## src/rtl/core/arphp_pkg.sv

```systemverilog
// Shared types and constants for the ARP header parser.
// No dependencies; used by every module of the parser.
`timescale 1ns / 1ps
`default_nettype none

package arphp_pkg;

   localparam int HDR_LEN    = 28;
   localparam int HDR_IDX_W  = $clog2(HDR_LEN);
   localparam int COUNT_W    = 11;

   localparam logic [COUNT_W-1:0] COUNT_MAX = '1;

   localparam logic [15:0] HW_ETHERNET   = 16'd1;
   localparam logic [15:0] HW_IEEE802    = 16'd6;
   localparam logic [15:0] HW_FRAME_RLY  = 16'd15;
   localparam logic [15:0] HW_ATM        = 16'd16;
   localparam logic [15:0] PROTO_IPV4    = 16'h0800;
   localparam logic [15:0] PROTO_IPV6    = 16'h86DD;
   localparam logic [7:0]  ETH_HW_LEN    = 8'd6;
   localparam logic [7:0]  IPV4_PROTO_LEN = 8'd4;
   localparam logic [15:0] OPCODE_MIN    = 16'd1;
   localparam logic [15:0] OPCODE_MAX    = 16'd4;

   typedef enum logic [1:0] {
      ST_OK          = 2'd0,
      ST_TOO_SHORT   = 2'd1,
      ST_BAD_FORMAT  = 2'd2,
      ST_UNSUPPORTED = 2'd3
   } status_type;

   typedef struct packed {
      logic [15:0]        hw_type;
      logic [15:0]        proto_kind;
      logic [7:0]         hw_addr_len;
      logic [7:0]         proto_addr_len;
      logic [15:0]        op_code;
      logic [47:0]        src_mac;
      logic [31:0]        src_ip;
      logic [47:0]        dst_mac;
      logic [31:0]        dst_ip;
      logic [COUNT_W-1:0] total_bytes;
   } record_type;

endpackage

`default_nettype wire

```

## src/rtl/core/arphp_front.sv

```systemverilog
// Front end: takes packet bytes, captures the 28-byte header and counts bytes.
// Emits one header record per packet on the last byte. Depends on arphp_pkg.
`timescale 1ns / 1ps
`default_nettype none

module arphp_front (
   input  wire logic                 clock,
   input  wire logic                 reset,
   input  wire logic                 accept,
   input  wire logic [7:0]           data_byte,
   input  wire logic                 frame_end,
   output logic                      rec_push,
   output arphp_pkg::record_type     rec
);

   logic [7:0]                     hdr_ff [arphp_pkg::HDR_LEN];
   logic [7:0]                     hdr_in [arphp_pkg::HDR_LEN];
   logic [7:0]                     hdr_nx [arphp_pkg::HDR_LEN];
   logic [arphp_pkg::COUNT_W-1:0]  count_ff, count_in, count_nx;
   logic                           in_hdr;

   assign in_hdr = count_ff < arphp_pkg::COUNT_W'(arphp_pkg::HDR_LEN);

   always_comb begin
      for (int i = 0; i < arphp_pkg::HDR_LEN; i++) begin
         hdr_nx[i] = (accept && in_hdr &&
                      count_ff[arphp_pkg::HDR_IDX_W-1:0] == arphp_pkg::HDR_IDX_W'(i))
                     ? data_byte : hdr_ff[i];
      end
      count_nx = (accept && count_ff != arphp_pkg::COUNT_MAX) ? count_ff + 1'b1 : count_ff;
      // last byte hands the header off and starts the next packet from zero
      for (int i = 0; i < arphp_pkg::HDR_LEN; i++) begin
         hdr_in[i] = (accept && frame_end) ? 8'd0 : hdr_nx[i];
      end
      count_in = (accept && frame_end) ? '0 : count_nx;
   end

   always_ff @(posedge clock) begin
      if (reset) begin
         count_ff <= '0;
         for (int i = 0; i < arphp_pkg::HDR_LEN; i++) hdr_ff[i] <= 8'd0;
      end else begin
         count_ff <= count_in;
         for (int i = 0; i < arphp_pkg::HDR_LEN; i++) hdr_ff[i] <= hdr_in[i];
      end
   end

   assign rec_push = accept && frame_end;

   always_comb begin
      rec.hw_type        = {hdr_nx[0], hdr_nx[1]};
      rec.proto_kind     = {hdr_nx[2], hdr_nx[3]};
      rec.hw_addr_len    = hdr_nx[4];
      rec.proto_addr_len = hdr_nx[5];
      rec.op_code        = {hdr_nx[6], hdr_nx[7]};
      rec.src_mac        = {hdr_nx[8], hdr_nx[9], hdr_nx[10], hdr_nx[11],
                            hdr_nx[12], hdr_nx[13]};
      rec.src_ip         = {hdr_nx[14], hdr_nx[15], hdr_nx[16], hdr_nx[17]};
      rec.dst_mac        = {hdr_nx[18], hdr_nx[19], hdr_nx[20], hdr_nx[21],
                            hdr_nx[22], hdr_nx[23]};
      rec.dst_ip         = {hdr_nx[24], hdr_nx[25], hdr_nx[26], hdr_nx[27]};
      rec.total_bytes    = count_nx;
   end

endmodule

`default_nettype wire

```

## src/rtl/core/arphp_fifo.sv

```systemverilog
// Two-entry queue of header records between front and back end.
// Depends on arphp_pkg.
`timescale 1ns / 1ps
`default_nettype none

module arphp_fifo (
   input  wire logic                 clock,
   input  wire logic                 reset,
   input  wire logic                 push,
   input  arphp_pkg::record_type     push_rec,
   output logic                      full,
   input  wire logic                 pop,
   output logic                      valid,
   output arphp_pkg::record_type     pop_rec
);

   arphp_pkg::record_type mem_ff [2];
   logic       wr_ptr_ff, wr_ptr_in;
   logic       rd_ptr_ff, rd_ptr_in;
   logic [1:0] cnt_ff, cnt_in;
   logic       do_push, do_pop;

   assign full    = cnt_ff == 2'd2;
   assign valid   = cnt_ff != 2'd0;
   assign do_push = push && !full;
   assign do_pop  = pop && valid;
   assign pop_rec = mem_ff[rd_ptr_ff];

   always_comb begin
      wr_ptr_in = wr_ptr_ff ^ do_push;
      rd_ptr_in = rd_ptr_ff ^ do_pop;
      cnt_in    = cnt_ff + {1'b0, do_push} - {1'b0, do_pop};
   end

   always_ff @(posedge clock) begin
      if (reset) begin
         wr_ptr_ff <= 1'b0;
         rd_ptr_ff <= 1'b0;
         cnt_ff    <= 2'd0;
      end else begin
         wr_ptr_ff <= wr_ptr_in;
         rd_ptr_ff <= rd_ptr_in;
         cnt_ff    <= cnt_in;
      end
   end

   always_ff @(posedge clock) begin
      if (do_push) begin
         mem_ff[wr_ptr_ff] <= push_rec;
      end
   end

endmodule

`default_nettype wire

```

## src/rtl/core/arphp_back.sv

```systemverilog
// Back end: checks a header record, sets its status and holds the result
// in an output register until popped. Depends on arphp_pkg.
`timescale 1ns / 1ps
`default_nettype none

module arphp_back (
   input  wire logic                 clock,
   input  wire logic                 reset,
   input  wire logic                 q_valid,
   input  arphp_pkg::record_type     q_rec,
   output logic                      q_pop,
   input  wire logic                 out_pop,
   output logic                      out_valid,
   output arphp_pkg::record_type     out_rec,
   output arphp_pkg::status_type     out_status
);

   logic                  valid_ff, valid_in;
   arphp_pkg::record_type rec_ff;
   arphp_pkg::status_type status_ff, status_in;
   logic                  too_short, bad_format, unsupported;
   logic                  hw_ok, proto_ok;

   always_comb begin
      too_short  = q_rec.total_bytes < arphp_pkg::COUNT_W'(arphp_pkg::HDR_LEN);
      bad_format = q_rec.hw_addr_len == 8'd0 || q_rec.proto_addr_len == 8'd0 ||
                   q_rec.op_code < arphp_pkg::OPCODE_MIN ||
                   q_rec.op_code > arphp_pkg::OPCODE_MAX ||
                   (q_rec.hw_type == arphp_pkg::HW_ETHERNET &&
                    q_rec.hw_addr_len != arphp_pkg::ETH_HW_LEN) ||
                   (q_rec.proto_kind == arphp_pkg::PROTO_IPV4 &&
                    q_rec.proto_addr_len != arphp_pkg::IPV4_PROTO_LEN);
      hw_ok      = q_rec.hw_type == arphp_pkg::HW_ETHERNET ||
                   q_rec.hw_type == arphp_pkg::HW_IEEE802 ||
                   q_rec.hw_type == arphp_pkg::HW_FRAME_RLY ||
                   q_rec.hw_type == arphp_pkg::HW_ATM;
      proto_ok   = q_rec.proto_kind == arphp_pkg::PROTO_IPV4 ||
                   q_rec.proto_kind == arphp_pkg::PROTO_IPV6;
      unsupported = !hw_ok || !proto_ok;
      priority if (too_short)   status_in = arphp_pkg::ST_TOO_SHORT;
      else if (bad_format)      status_in = arphp_pkg::ST_BAD_FORMAT;
      else if (unsupported)     status_in = arphp_pkg::ST_UNSUPPORTED;
      else                      status_in = arphp_pkg::ST_OK;
   end

   // refill the output register whenever it is empty or being drained
   assign q_pop    = q_valid && (!valid_ff || out_pop);
   assign valid_in = q_pop || (valid_ff && !out_pop);

   always_ff @(posedge clock) begin
      if (reset) begin
         valid_ff <= 1'b0;
      end else begin
         valid_ff <= valid_in;
      end
   end

   always_ff @(posedge clock) begin
      if (q_pop) begin
         rec_ff    <= q_rec;
         status_ff <= status_in;
      end
   end

   assign out_valid  = valid_ff;
   assign out_rec    = rec_ff;
   assign out_status = status_ff;

endmodule

`default_nettype wire

```

## src/rtl/core/arp_header_parser_top.sv

```systemverilog
// ARP header parser top level: front end, record queue and back end.
// Depends on arphp_pkg, arphp_front, arphp_fifo and arphp_back.
`timescale 1ns / 1ps
`default_nettype none

// Takes one packet byte per cycle while req_full is low and, on the byte flagged
// frame_end, returns one result with the captured 28-byte header, the saturating
// byte count and a status. The record is queued on the last byte and checked as it
// enters the output register. Bytes flow as long as the two-entry record queue has
// room, so back-to-back one-byte packets keep going while results are popped;
// req_full rises only when the queue and the output register all hold results.

module arp_header_parser_top (
   input  wire logic        clock,
   input  wire logic        reset,
   input  wire logic        req_push,
   output logic             req_full,
   input  wire logic [7:0]  req_data_byte,
   input  wire logic        req_frame_end,
   output logic             rsp_empty,
   input  wire logic        rsp_pop,
   output logic [1:0]       rsp_status,
   output logic [15:0]      rsp_hw_type,
   output logic [15:0]      rsp_proto_kind,
   output logic [7:0]       rsp_hw_addr_len,
   output logic [7:0]       rsp_proto_addr_len,
   output logic [15:0]      rsp_op_code,
   output logic [47:0]      rsp_src_mac,
   output logic [31:0]      rsp_src_ip,
   output logic [47:0]      rsp_dst_mac,
   output logic [31:0]      rsp_dst_ip,
   output logic [10:0]      rsp_total_bytes
);

   logic                  accept;
   logic                  rec_push;
   arphp_pkg::record_type front_rec;
   logic                  q_valid, q_pop;
   arphp_pkg::record_type q_rec;
   logic                  out_valid;
   arphp_pkg::record_type out_rec;
   arphp_pkg::status_type out_status;

   assign accept = req_push && !req_full;

   arphp_front u_front (
      .clock     (clock),
      .reset     (reset),
      .accept    (accept),
      .data_byte (req_data_byte),
      .frame_end (req_frame_end),
      .rec_push  (rec_push),
      .rec       (front_rec)
   );

   arphp_fifo u_fifo (
      .clock    (clock),
      .reset    (reset),
      .push     (rec_push),
      .push_rec (front_rec),
      .full     (req_full),
      .pop      (q_pop),
      .valid    (q_valid),
      .pop_rec  (q_rec)
   );

   arphp_back u_back (
      .clock      (clock),
      .reset      (reset),
      .q_valid    (q_valid),
      .q_rec      (q_rec),
      .q_pop      (q_pop),
      .out_pop    (rsp_pop),
      .out_valid  (out_valid),
      .out_rec    (out_rec),
      .out_status (out_status)
   );

   assign rsp_empty          = !out_valid;
   assign rsp_status         = out_status;
   assign rsp_hw_type        = out_rec.hw_type;
   assign rsp_proto_kind     = out_rec.proto_kind;
   assign rsp_hw_addr_len    = out_rec.hw_addr_len;
   assign rsp_proto_addr_len = out_rec.proto_addr_len;
   assign rsp_op_code        = out_rec.op_code;
   assign rsp_src_mac        = out_rec.src_mac;
   assign rsp_src_ip         = out_rec.src_ip;
   assign rsp_dst_mac        = out_rec.dst_mac;
   assign rsp_dst_ip         = out_rec.dst_ip;
   assign rsp_total_bytes    = out_rec.total_bytes;

   a_reset_clears: assert property (@(posedge clock)
      reset |=> (rsp_empty && !req_full))
      else $error("parser not idle after reset");

   a_short_status: assert property (@(posedge clock) disable iff (reset)
      (!rsp_empty && rsp_total_bytes < 11'd28) |-> rsp_status == arphp_pkg::ST_TOO_SHORT)
      else $error("short packet without too-short status");

   a_ok_lengths: assert property (@(posedge clock) disable iff (reset)
      (!rsp_empty && rsp_status == arphp_pkg::ST_OK) |->
         (rsp_hw_addr_len != 8'd0 && rsp_proto_addr_len != 8'd0))
      else $error("ok status with a zero address length");

endmodule

`default_nettype wire

```

## config.mk

```make
export PLATFORM = sky130hd
export DESIGN_NAME = arp_header_parser_top
export DESIGN_NICKNAME = d
export VERILOG_FILES = /design/src/rtl/core/arphp_pkg.sv /design/src/rtl/core/arphp_front.sv /design/src/rtl/core/arphp_fifo.sv /design/src/rtl/core/arphp_back.sv /design/src/rtl/core/arp_header_parser_top.sv
export SDC_FILE = /design/constraint.sdc
export NUM_CORES = 1
export LEC_CHECK = 0
export BUFFER_PORTS_ARGS = -buffer_cell sky130_fd_sc_hd__buf_4
export CAP_MARGIN = 20
export CORE_MARGIN = 2
export CORE_UTILIZATION = 50
export CTS_CLUSTER_DIAMETER = 30
export CTS_CLUSTER_SIZE = 40
export DETAILED_ROUTE_END_ITERATION = 6
export PLACE_DENSITY = 0.68
export SLEW_MARGIN = 20
export SYNTH_ARGS = -nofsm -noshare
export SYNTH_HDL_FRONTEND = slang
export SYNTH_SLANG_ARGS = --single-unit
```

## constraint.sdc

```tcl
create_clock -name clock -period 14.3 [get_ports clock]
set_clock_uncertainty 0.1 [all_clocks]
set_input_delay 0.715 -clock clock [delete_from_list [all_inputs] [get_ports clock]]
set_output_delay 0.715 -clock clock [all_outputs]
set_load 0.02 [all_outputs]
```

==> results of run 1 <==
==> worst paths after layout <==
kind,from,endpoint,cells past startpoint
max,u_fifo.rd_ptr_ff,u_back.out_status[1],7
min,reset,u_back.out_valid,2
max reg2reg,u_fifo.rd_ptr_ff,u_back.out_status[1],7
min reg2reg,u_fifo.mem_ff[0][137],u_back.out_rec[137],1
==> cell usage after synthesis, types with 9 or more instances <==
library cell | n | area (µm²)
edfxtp_1 | 707 | 21200
mux2_2 | 456 | 5130
dfxtp_1 | 240 | 4800
nor2b_1 | 238 | 1490
clkbuf_1 | 47 | 176
buf_2 | 28 | 140
nand2_1 | 25 | 93.8
nor4_1 | 18 | 113
nor2_2 | 16 | 100
nor2_1 | 15 | 56.3
buf_1 | 12 | 45.0
xnor2_1 | 10 | 87.6
ha_1 | 9 | 113
inv_1 | 9 | 33.8
==> through the flow <==
| stage | instances | cell area, µm² | setup WS, ns |
|---|---|---|---|
| 6_report | 3272 | 42500 | 10.60 |
| 5_1_grt | 3272 | 42500 | 10.32 |
| 2_1_floorplan | 1923 | 34300 | 6.51 |
| 4_1_cts | 3271 | 42500 | 10.57 |
| 3_5_place_dp | 2979 | 37100 | 10.50 |
| 3_3_place_gp | 2979 | 37100 | 10.58 |
==> state kept, by name (all words and copies together) (netlist names) <==
signal and flops:
u_fifo.rd_ptr_ff 1, u_front.hdr_ff 224, u_fifo.cnt_ff 2, u_fifo.wr_ptr_ff 1, u_back.out_status 2, u_fifo.mem_ff 470, u_back.out_valid 1, u_back.out_rec 235
u_front.count_ff 11
==> kinds of logic after synthesis <==
group / after synthesis
flip-flops: 947
multiplexers: 458
AND/OR/NAND/NOR: 375
buffers and inverters: 98
AO/OA/AOI/OAI: 24
XOR/XNOR: 12
adder cells (fa/ha/maj): 9
==> metal layers <==
layer,wire (µm),part of all wire [%]
met5,0,0
met4,1430,2.0
met3,3510,4.9
met2,35600,50
met1,31000,43
==> cell usage in the layout (no fill, tap or decap), drive strengths merged, types with 11 or more instances in the layout <==
cell type  synthesis  final
nor4              18     18
buf               41    263
mux2             456    456
clkinv             0     51
clkinvlp           0     13
nand2             25     25
bufinv             0     11
nand3             16     16
nor2b            238    238
dfxtp            240    240
inv               10     25
clkbuf            47    202
nor2              31     31
edfxtp           707    707
==> report_power, final <==
| part | switching [mW] | total, mW | internal (mW) |
|---|---|---|---|
| logic | 0.871 | 1.41 | 0.537 |
| clock network | 1.33 | 3.71 | 2.38 |
| registers | 0.165 | 3.62 | 3.46 |
| total | 2.37 | 8.74 | 6.37 |
==> layout make-up <==
class                           instances  area share, %
Sequential cell                       947           61.3
Multi-Input combinational cell        878           18.5
Clock buffer                          202           10.2
Timing Repair Buffer                  263           4.75
Tap cell                              882           2.60
Inverter                               10         0.0883
Clock inverter                         90           2.53
==> metrics.txt, run 1 <==
R2R setup slack=10.60 ns; Worst EP arrival=4.08 ns; die area=0.0707 mm²; asr flop ratio synth=0%; kind of critical path=register to register; # resized after CTS=0; Starting Density=50.3%; GRT overflow=0; M3 GR Usage=4.50%; RSZ-0062 raised after global routing=no; min cycle time layout=3.70 ns; Fmax achieved=0.270 GHz; max incr delay on CP=0.90 ns; Startpoint Class=register; CTS tree=yes; P per Cell Area=206 mW/mm²; total CTS buffers=155; Buf+Inv Stages, Crit Path=1; detailed-route DRC error count=0; area of the multi-input gates=0.00788 mm²; Setup-failing EPs final=0; Sequential Area=0.0260 mm²; Iter 0 DRT Violations=1038; Ports=252; Critical-path top delay cell=dfxtp_4; Final Net Count=2277; initial antenna violation count=1; Synth Net Count=1945; final core occ=62.3%; total power=8.74 mW; post-CTS setup buffers=0; simple-gate area share of the yosys netlist=6.74%; largest delay contributor family on the critical path=flip-flops; Setup TNS Final=0 ns; largest family of logic cells by synthesized area=multiplexers; Post-Synthesis Cells=1923; Fill cells=4790; global-route met1 utilization=27.0%; Yosys cell types=49; met2 usage=33.0%; worst-margin pin slew=1.12 ns; FP Rows=96; Synth Register Bits=947; Slew Limit Fails=0; Max-Cap Viols=0; Post-synth EDFFs=707; slew margin rel.=25.4%; Die X=266 µm; Post-Synth XOR/XNOR Area=0.307%; crit path max fanout=76; port buffer count=251; Hold Vio Cnt, Final=0; Synth Area in Compound Gates=0.482%; Final period util=25.9%; largest net degree at the start of global routing=175; GRT Max-Usage Layer=met2; # clock sinks=947; Clk Latency, worst-skew pair=0.74 ns; Post-Syn Area=0.0343 mm²; GRT Util Overall=20.2%; final antenna-violating net count=0; main flop type after synthesis=edfxtp_1; Syn Area/Cell=17.8 µm²; outcome=complete, no violations; Setup crit end kind=register; sequential area share after synthesis=75.9%; share of layout cells above drive strength 1=42.6%; hpwl dp=40.2 mm; Max VDD drop=0.112 mV; Worst-path clk slew=0.06 ns; via count=17331; DR WL/cell=21.9 µm; worst min path class=primary input to register; mux cell area share after synthesis=15.0%; CP cell instances=buf_4 > mux2_2 > nor4_1 > nor3b_1 > nand2_1 > a211oi_1 > a21boi_0; drt pass-1 iters=4; Synth Area in Adders=0.328%; Synthesis Warnings=0; vias in the first global route=18030; Die Y=266 µm; n_diodes=0; hold slack=0.134 ns; CTS Hold Bufs=0; H-tree depth=4; global-route wire length before repair=107 mm; Post-Route WL=71.5 mm; leak pwr=15.3 nW; GP Congestion=0.768; Root Buffer=clkbuf_16; Via density=5.30; area grow syn2layout=24.0%; Core Footprint=0.0682 mm²; CP required=14.67 ns; clock buffer depth=3
(Power assumes the default switching activity.)
==> inputs of run 2 (changes only) <==
Settings changed: ABC_AREA set to 1.
Clock period 14.3 ns to 3.45 ns, I/O delays scaled along.
==> run 2 against run 1 <==
Utilization is 1.0 points higher. Sequential power grew to 4.4 times the previous value. Register-to-register slack worse by 9.7 ns. Critical path depth is 3 lower. Power grew to 4.7 times the previous value. Via count is 32% higher. Sequential cell count stayed put. Cell area is 4.1% higher. Critical path type unchanged. Largest power group unchanged.
==> metrics.txt, run 2 <==
outcome=complete, no violations; HP Start=req_frame_end; Synth Net Count=3130 (+61%); Setup TNS Final=0 ns (unchanged); Iter 0 DRT Violations=1773 (+71%); final antenna-violating net count=0 (unchanged); GP Congestion=0.807 (+5.0%); R2R cell count=4 (-3); top-count cell post-synth=nand2_1; DR WL/cell=18.0 µm (-18%); Synthesis Warnings=0 (unchanged); final core occ=63.3% (+1.0 points); asr flop ratio synth=0% (unchanged); global-route wire length before repair=125 mm (+16%); total power=41.3 mW (+370%); Fmax achieved=0.386 GHz (+43%); Slew Limit Fails=0 (unchanged); post-CTS setup buffers=0 (unchanged); hpwl dp=46.4 mm (+16%); Clk Latency, worst-skew pair=0.74 ns (about the same); min cycle time layout=2.59 ns (-1.11 ns); FP Rows=97 (+1.0%); CTS Hold Bufs=12 (+12); synth top area cells=edfxtp_1, dfxtp_1, nand2_1; Hold Path Depth=6 (+4); main flop type after synthesis=edfxtp_1; GRT overflow=0 (unchanged); # clock sinks=947 (unchanged); Die Y=270 µm (+1.4%); H-tree depth=4 (unchanged); max reg flops=470 (unchanged); Reg power frac=38.3% (-3.1 points); die area=0.0726 mm² (+2.8%); via count=22895 (+32%); Final period util=75.2% (+49 points); RSZ-0062 raised after global routing=no; Post-Route WL=81.4 mm (+14%); Critical R2R Launch=u_fifo.rd_ptr_ff; sequential area share after synthesis=73.9% (-2.1 points); Worst EP arrival=3.07 ns (-1.01 ns); detailed-route DRC error count=0 (unchanged); Via density=5.06 (-4.4%); Synth Register Bits=947 (unchanged); post-synth top area share=60.2% (-1.7 points); drt pass-1 iters=7 (+3); most frequent cells in the layout=nand2_1, edfxtp_1, buf_4; clock network fraction of total power=40.9% (-1.6 points); kind of critical path=register to register; CP cell instances=buf_4 > buf_4 > nand2_1 > nand2_1; area grow syn2layout=25.6%; P per Cell Area=932 mW/mm² (+350%); Max VDD drop=0.542 mV (+380%); Buf+Inv Stages, Crit Path=2 (+1); leading cell type in the layout, fill and taps excluded=nand2_1; crit path max fanout=70 (-7.9%); worst min path class=primary input to register; # resized after CTS=0 (unchanged); Final Net Count=3459 (+52%); Setup crit end kind=register; Critical-path top delay cell=buf_4; CP required=3.93 ns (-10.74 ns); clock buffer depth=3 (unchanged); Starting Density=50.4% (+0.17 points); share of layout cells above drive strength 1=17.8% (-25 points); Core Footprint=0.0699 mm² (+2.5%); Post-synth EDFFs=707 (unchanged); Die X=270 µm (+1.4%); worst-margin pin slew=0.901 ns (-0.218 ns); Ports=252 (unchanged); Gate power share=20.7% (+4.6 points); leak pwr=18.8 nW (+23%); vias in the first global route=22168 (+23%); CP startpoint=u_fifo.rd_ptr_ff; initial antenna violation count=0 (-1); CP Depth=4 (-3); largest net degree at the start of global routing=128 (-27%); max incr delay on CP=0.77 ns (-0.13 ns); Setup-failing EPs final=0 (unchanged); GRT Util Overall=22.3% (+2.0 points); Root Buffer=clkbuf_16; Hold Vio Cnt, Final=0 (unchanged); fin cells=4522 (+38%); port buffer count=251 (unchanged); Syn Area/Cell=11.3 µm² (-36%); cell taking the most area after synthesis=edfxtp_1; Int Power=28.8 mW (+350%); placed insts=4199 (+41%); CTS tree=yes; Yosys cell types=35 (-29%); Commonest cells post-synth=nand2_1, edfxtp_1, dfxtp_1; Worst-path clk slew=0.04 ns (-0.02 ns); Max-Cap Viols=0 (unchanged); slew margin rel.=39.7% (+14 points); Post-Syn Area=0.0353 mm² (+2.8%); total CTS buffers=164 (+5.8%); largest delay contributor family on the critical path=buffers and inverters; Startpoint Class=register; switch share=30.2% (+3.2 points); Most flops, register=u_fifo.mem_ff; Post-Synthesis Cells=3108 (+62%); Sw Pwr=12.5 mW (+430%)
-- run 2: cell count changes after synthesis, moves of 171 or more --
cell and change:
mux2_2 -456, nor2b_1 -236, a21oi_1 +171, nand2_1 +1140, nand3_1 +180, inv_1 +195
-- run 2: layout make-up --
| type | count | area [µm²] |
|---|---|---|
| repair buffers | 295 | 2430 |
| well taps | 940 | 1180 |
| flip-flops and latches | 947 | 26000 |
| multi-input cells | 1818 | 7870 |
| fillers | 5261 | 25600 |
| clock buffers | 206 | 4550 |
| inverters | 211 | 813 |
| diodes | 1 | 2.50 |
| clock inverters | 104 | 1390 |
-- run 2: final timing paths --
kind,slack (ns),to
min,0.09,u_fifo.cnt_ff[0]
min reg2reg,0.37,u_front.hdr_ff[0][163]
max,0.86,u_back.out_rec[98]
max reg2reg,0.86,u_back.out_rec[98]
-- run 2: power by group through the flow --
stage	Combinational (mW)	Clock [mW]	Sequential, mW
2_1_floorplan	3.01	0	17.1
3_3_place_gp	8.52	0	16.1
3_5_place_dp	8.63	0	16.0
4_1_cts	8.68	17.1	15.9
5_1_grt	9.22	17.7	16.0
6_report	8.56	16.9	15.8
-- run 2: through the flow --
step                      hold WS (ns)  cell area [µm²]  setup slack, ns
after floorplan                  0.134            35300            -2.08
after global placement           0.279            38200            0.889
after detailed placement         0.283            38200            0.844
after CTS                       0.0359            44300            0.842
after global routing            0.0719            44300            0.643
final                           0.0929            44300            0.857
-- run 2: worst min-delay path: cells and delay by family --
kind                       cells  cell delay [ns]
buffers and inverters          3             0.22
adders and majority gates      1             0.27
and+or+nand+nor                2             0.18
-- run 2: logic make-up after synthesis --
group | after synthesis | share of synthesized area [%]
and+or+nand+nor | 1546 | 18.0
DFF | 947 | 73.9
AOI/OAI and AO/OA | 255 | 3.66
buffers and inverters | 343 | 3.98
adders and majority gates | 9 | 0.319
xor gates and xnor gates | 8 | 0.199
-- run 2: metal layers --
metal / global-route usage, % / vias up / routed length [µm]
met3: 4.85 / 161 / 5250
li1: - / 11090 / -
met5: 0 / - / 0
met1: 29.1 / 10886 / 34500
met2: 36.4 / 758 / 39300
met4: 8.93 / 0 / 2370
